`src/rtl/tcc_pkg.sv`:
```
`timescale 1ns / 1ps
`default_nettype none

package tcc_pkg;

	localparam int IN_W        = 16;
	localparam int COORD_WIDTH = 16;
	localparam int QUOT_W      = 32;

	// Exact integer widths of the circumcenter terms
	localparam int DIFF_W  = COORD_WIDTH + 1;
	localparam int PROD_W  = 2 * DIFF_W;
	localparam int D_W     = PROD_W + 1;
	localparam int NPROD_W = D_W + DIFF_W;
	localparam int NUM_W   = NPROD_W + 1;
	localparam int DEN_W   = D_W + 1;

	localparam int PREP_STAGES = 6;
	localparam int LATENCY     = PREP_STAGES + QUOT_W + 1;

	localparam logic signed [QUOT_W-1:0] OUT_MAX = {1'b0, {(QUOT_W-1){1'b1}}};
	localparam logic signed [QUOT_W-1:0] OUT_MIN = {1'b1, {(QUOT_W-1){1'b0}}};

	typedef enum logic [1:0] {
		ST_VALID     = 2'd0,
		ST_COLLINEAR = 2'd1,
		ST_SATURATED = 2'd2
	} tcc_status_t;

	// One word moving along the divider chain: both quotients share the divisor
	typedef struct packed {
		logic              zero;
		logic              ovf_x;
		logic              ovf_y;
		logic              neg_x;
		logic              neg_y;
		logic [DEN_W-1:0]  den;
		logic [DEN_W-1:0]  rem_x;
		logic [DEN_W-1:0]  rem_y;
		logic [QUOT_W-1:0] num_x;
		logic [QUOT_W-1:0] num_y;
		logic [QUOT_W-1:0] q_x;
		logic [QUOT_W-1:0] q_y;
	} tcc_div_t;

endpackage

`default_nettype wire

```
`src/rtl/tcc_div_cell.sv`:
```
`timescale 1ns / 1ps
`default_nettype none

module tcc_div_cell (
	input  wire logic   clk,
	input  wire logic   arst_n,
	input  wire logic   in_vld,
	input  wire tcc_pkg::tcc_div_t in_word,
	output logic        out_vld,
	output tcc_pkg::tcc_div_t out_word
);
	import tcc_pkg::*;

	logic [DEN_W:0] trial_x, trial_y, den_ext;
	logic           take_x, take_y;
	tcc_div_t       nxt;
	tcc_div_t       word_q;
	logic           vld_q;

	// one restoring step per lane: bring down the next numerator bit, subtract if it fits
	always_comb begin
		den_ext = {1'b0, in_word.den};
		trial_x = {in_word.rem_x, in_word.num_x[QUOT_W-1]};
		trial_y = {in_word.rem_y, in_word.num_y[QUOT_W-1]};
		take_x  = (trial_x >= den_ext);
		take_y  = (trial_y >= den_ext);

		nxt       = in_word;
		nxt.rem_x = take_x ? DEN_W'(trial_x - den_ext) : DEN_W'(trial_x);
		nxt.rem_y = take_y ? DEN_W'(trial_y - den_ext) : DEN_W'(trial_y);
		nxt.num_x = in_word.num_x << 1;
		nxt.num_y = in_word.num_y << 1;
		nxt.q_x   = {in_word.q_x[QUOT_W-2:0], take_x};
		nxt.q_y   = {in_word.q_y[QUOT_W-2:0], take_y};
	end

	always_ff @(posedge clk or negedge arst_n) begin
		if (!arst_n) begin
			vld_q <= 1'b0;
		end else begin
			vld_q <= in_vld;
		end
	end

	always_ff @(posedge clk) begin
		word_q <= nxt;
	end

	assign out_vld  = vld_q;
	assign out_word = word_q;

endmodule

`default_nettype wire

```
`config.mk`:
```
export PLATFORM = sky130hd
export DESIGN_NAME = tcc_div_cell
export DESIGN_NICKNAME = d
export VERILOG_FILES = /design/src/rtl/tcc_pkg.sv /design/src/rtl/tcc_div_cell.sv
export SDC_FILE = /design/constraint.sdc
export NUM_CORES = 1
export LEC_CHECK = 0
export BUFFER_PORTS_ARGS = -buffer_cell sky130_fd_sc_hd__buf_2
export CORE_AREA = 5 5 188 190
export DETAILED_ROUTE_END_ITERATION = 12
export DIE_AREA = 0 0 193 195
export GPL_TIMING_DRIVEN = 0
export SLEW_MARGIN = 10
export SYNTH_ARGS = -nofsm -noshare
export SYNTH_HDL_FRONTEND = slang
export SYNTH_SLANG_ARGS = --single-unit
```
`constraint.sdc`:
```
create_clock -name clk -period 0.8 [get_ports clk]
set_input_delay 0.16 -clock clk [delete_from_list [all_inputs] [get_ports clk]]
set_output_delay 0.16 -clock clk [all_outputs]
set_load 0.02 [all_outputs]
```
Word-level counts from Yosys, hierarchy flattened
Index checks and enable logic that the tools add are counted.
W data, S select, Z words.
{"block": "classes", "add_sub_neg": 2, "order_cmp": 2, "muxes": 2}
{"op": "$ge A37 B36 Y1", "count": 2}
{"op": "$mux W36", "count": 2}
{"op": "$sub A36 B36 Y36", "count": 2}
{"block": "totals", "register_bits": 240, "in_bits": 244}

Depth between registers and ports, before layout
{"block": "depth", "word_depth": 2, "depth_mapped": 15, "mapped_depth_nobuf": 12}

Least setup slack after synthesis
No wires, ideal clock.
{"block": "synth_path", "path_kind": "input -> register", "start": "input in_word[215] in the netlist's numbering", "end": "register word_q, in the netlist out_word[160]", "arrival_ns": 2.454, "slack_ns": -1.771, "cell_stages": 12, "n_path_buf": 1, "cell_sequence": "inv_1 > ha_1 > buf_6 > a21o_1 > o21bai_4 > a221oi_2 > nor2_1 > a311o_1 > a221o_2 > a211oi_4 > nand2_1 > a32o_1"}
{"element": "start, declared", "line": "tcc_div_cell.sv:8", "text": "input wire tcc_pkg::tcc_div_t in_word,"}
{"element": "end signal, assigned", "line": "tcc_div_cell.sv:46", "text": "word_q <= nxt;"}
{"element": "end, declared", "line": "tcc_div_cell.sv:17", "text": "tcc_div_t word_q;"}

==> reports/metrics.yaml <==
die_h_um: 195
fillCellCount: 2920
min_path_type: "in2reg"
synth_top_area_share_pct: 49.21
period_needed_ps: 2348
firstDrtPassIters: 4
routed_via_density: 4.695
start_util_pct: 29.22
area_growth_pct: 90.35
max_freq_mhz: 425.9
ys.warnings.count: 0
coreArea_um2: 33280
h-tree-depth: 1
drc: 0
ir_drop_v: 0.002303
synth_area_leader_cell: "dfxtp_1"
place_ws_ps: -2434
nets: 2128
clkSinkCount: 240
placed_area_um2: 13040
combPwrFrac_pct: 29.5
netlist_area_um2: 9723
final_common_cell: "buf_2"
slew_viol_final: 0
cts_tree: "built"
post_drt_wl_per_cell_um: 21.44
dr.first_iter.drc_count: 428
path_cells: "buf_12 > inv_12 > ha_4 > fa_2 > nor2b_1 > o31a_1 > o21ai_2 > a21boi_2 > a311o_1 > a221o_2 > a211oi_4 > nand2_1 > a32o_1"
routabilityCongestion: 0.8929
finalCritPeriodShare_pct: 293.5
io_pins: 486
grt_overflow: 0
grt_start_max_net_pins: 15
slowest_delay_ps: 410
track_usage_pct: 23.80
dp_hpwl_um: 35940
synth-seq-cells: 240
ys_seq_area_share_pct: 49.47
synth_cell_type_count: 82
synth-edff-count: 0
maxCapViolCount: 0
crit_fanout: 3
criticalPathCategory: "in2reg"
drtAntennaViolNets: 0
drive_gt1_share_pct: 47.24
io_buffers: 481
cp-start-kind: "input port"
rows: 67
power_density_nw_per_um2: 2173
sw_frac_of_total_pct: 30.94
path_clk_slew_ps: 60
violations: "negative hold slack, negative setup slack"
antenna_found_initial: 16
num_vias: 10730
fin_cells: 2285
dp.cells: 1923
status: "finished with violations"
synth.area.top_cells: "dfxtp_1 (49%), ha_1 (9.3%), nand2_1 (4.2%), o21ai_0 (4.2%), a21oi_1 (3.5%)"
seqPwrFrac_pct: 33.8
worstPathArrival_ps: 2800
clk_path_buf_depth: 3
synth_cells: 993
grt_pass1_wl_um: 68410
power_frac_clock_pct: 36.6
fp.dieW_um: 193
leakage_nw: 8.612
fin_area_um2: 18510
internal_power_mw: 27.77
grt_pass1_vias: 11040
p_switching_mw: 12.44
cts_root_buffer: "clkbuf_16"
cts_made_buffers: 29
worstPathRequired_ps: 1250
postSynthAreaPerCell_um2: 9.792
finalSetupViolCount: 314
layout_common_cells: "buf_2 (432), dlygate4sd3_1 (238), dfxtp_1 (195)"
crit_path_end_kind: "flop"
worst_slack_ps: -1548
hold_slack_ps: -263.0
ys.flop_type: "dfxtp_1"
async_flop_share_pct: 0.4167
crit_slowest_cell: "a221o_2"
rsz0062_at_grt: "true"
totalWireLength_um: 49000
fp.dieArea_um2: 37640
final_hold_viol_count: 4
==> area by class of cell <==
| cell class | count | area (um2) | share of cell area [%] |
|---|---|---|---|
| timing repair buffer | 789 | 5787 | 31.27 |
| antenna | 4 | 10.01 | 0.05408 |
| buffer | 28 | 307.8 | 1.663 |
| tap | 448 | 560.5 | 3.029 |
| inverter | 55 | 256.5 | 1.386 |
| clock buffer | 33 | 760.7 | 4.110 |
| multi-input combinational | 667 | 5649 | 30.52 |
| sequential | 240 | 4865 | 26.28 |
| clock inverter | 21 | 311.5 | 1.683 |
==> cells by family (layout without fill, tap and decap cells) <==
| kind of cell | count (synthesis) | after routing | synth area share (%) |
|---|---|---|---|
| AOI/OAI and AO/OA | 284 | 284 | 19.20 |
| DFF | 240 | 240 | 49.47 |
| and+or+nand+nor | 245 | 245 | 12.11 |
| buffers and inverters | 87 | 926 | 3.835 |
| other | 1 | 6 | 0.03857 |
| adders and majority gates | 74 | 74 | 9.677 |
| xor gates and xnor gates | 58 | 58 | 5.224 |
| muxes | 4 | 4 | 0.4504 |
==> metal layers <==
metal | part of all wire, % | GRT usage [%] | up-vias | routed length, um
met4 | 4.2 | 10.57 | 24 | 2060
li1 | - | - | 5135 | -
met3 | 7.5 | 6.750 | 111 | 3658
met2 | 49 | 40.90 | 376 | 23930
met1 | 39 | 27.40 | 5083 | 19210
met5 | 0.29 | 0 | - | 140
==> flip-flops by register name, indices dropped and copies added (netlist names) <==
signal and flops:
out_vld 1, out_word 239
==> worst paths after layout <==
check / from / to / slack, ps / cells after the start
setup / recovery: in_word[95] / out_word[160] / -1550 / 13
hold / removal: in_word[201] / out_word[201] / -260 / 1
max in group asynchronous: arst_n / out_vld / 270 / 3
min in group asynchronous: arst_n / out_vld / 430 / 3
==> stage by stage <==
stage	utilization, %	total power [mW]	TNS [ps]
2_1_floorplan	-	19.21	-109820
3_3_place_gp	39.19	22.61	-163830
3_5_place_dp	39.19	22.64	-163200
4_1_cts	52.61	39.50	-193870
5_1_grt	55.60	41.92	-201450
6_report	55.61	40.21	-187450
==> timing repair <==
item / in CTS / in global routing
resized for setup: 186 / 215
pin swaps: 48 / 50
buffers inserted: 39 / 27
gates cloned: 1 / 3
hold buffers: 236 / 2
hold endpoints to repair: 239 / 5
setup endpoints to repair: 314 / 314
==> cells in the mapped netlist (10+ instances only) <==
library cell  instances
dfxtp_1             239
nand2_1             110
o21ai_0              81
ha_1                 72
a21oi_1              68
inv_1                54
nor2_1               42
a21o_1               38
xnor2_1              29
xor2_1               29
buf_2                13
clkbuf_1             13
o21ai_1              13
nand3_1              12
nor3_1               12
o21bai_1             12
nand2b_1             10
==> power groups by stage <==
stage               sequential (mW)  combinational, mW  clock [mW]
detailed placement             13.7               8.91           0
global route                   13.7               12.6        15.6
finish                         13.6               11.9        14.7
global placement               13.7               8.88           0
floorplan                      15.4               3.81           0
CTS                            13.6               10.9        15.1
==> worst max-delay path, delay by kind of cell <==
family	cells	cell delay [ps]
compound gates	7	1980
fa+ha+maj	2	330
buf+inv	2	150
simple gates	2	150
(Power assumes the default switching activity.)
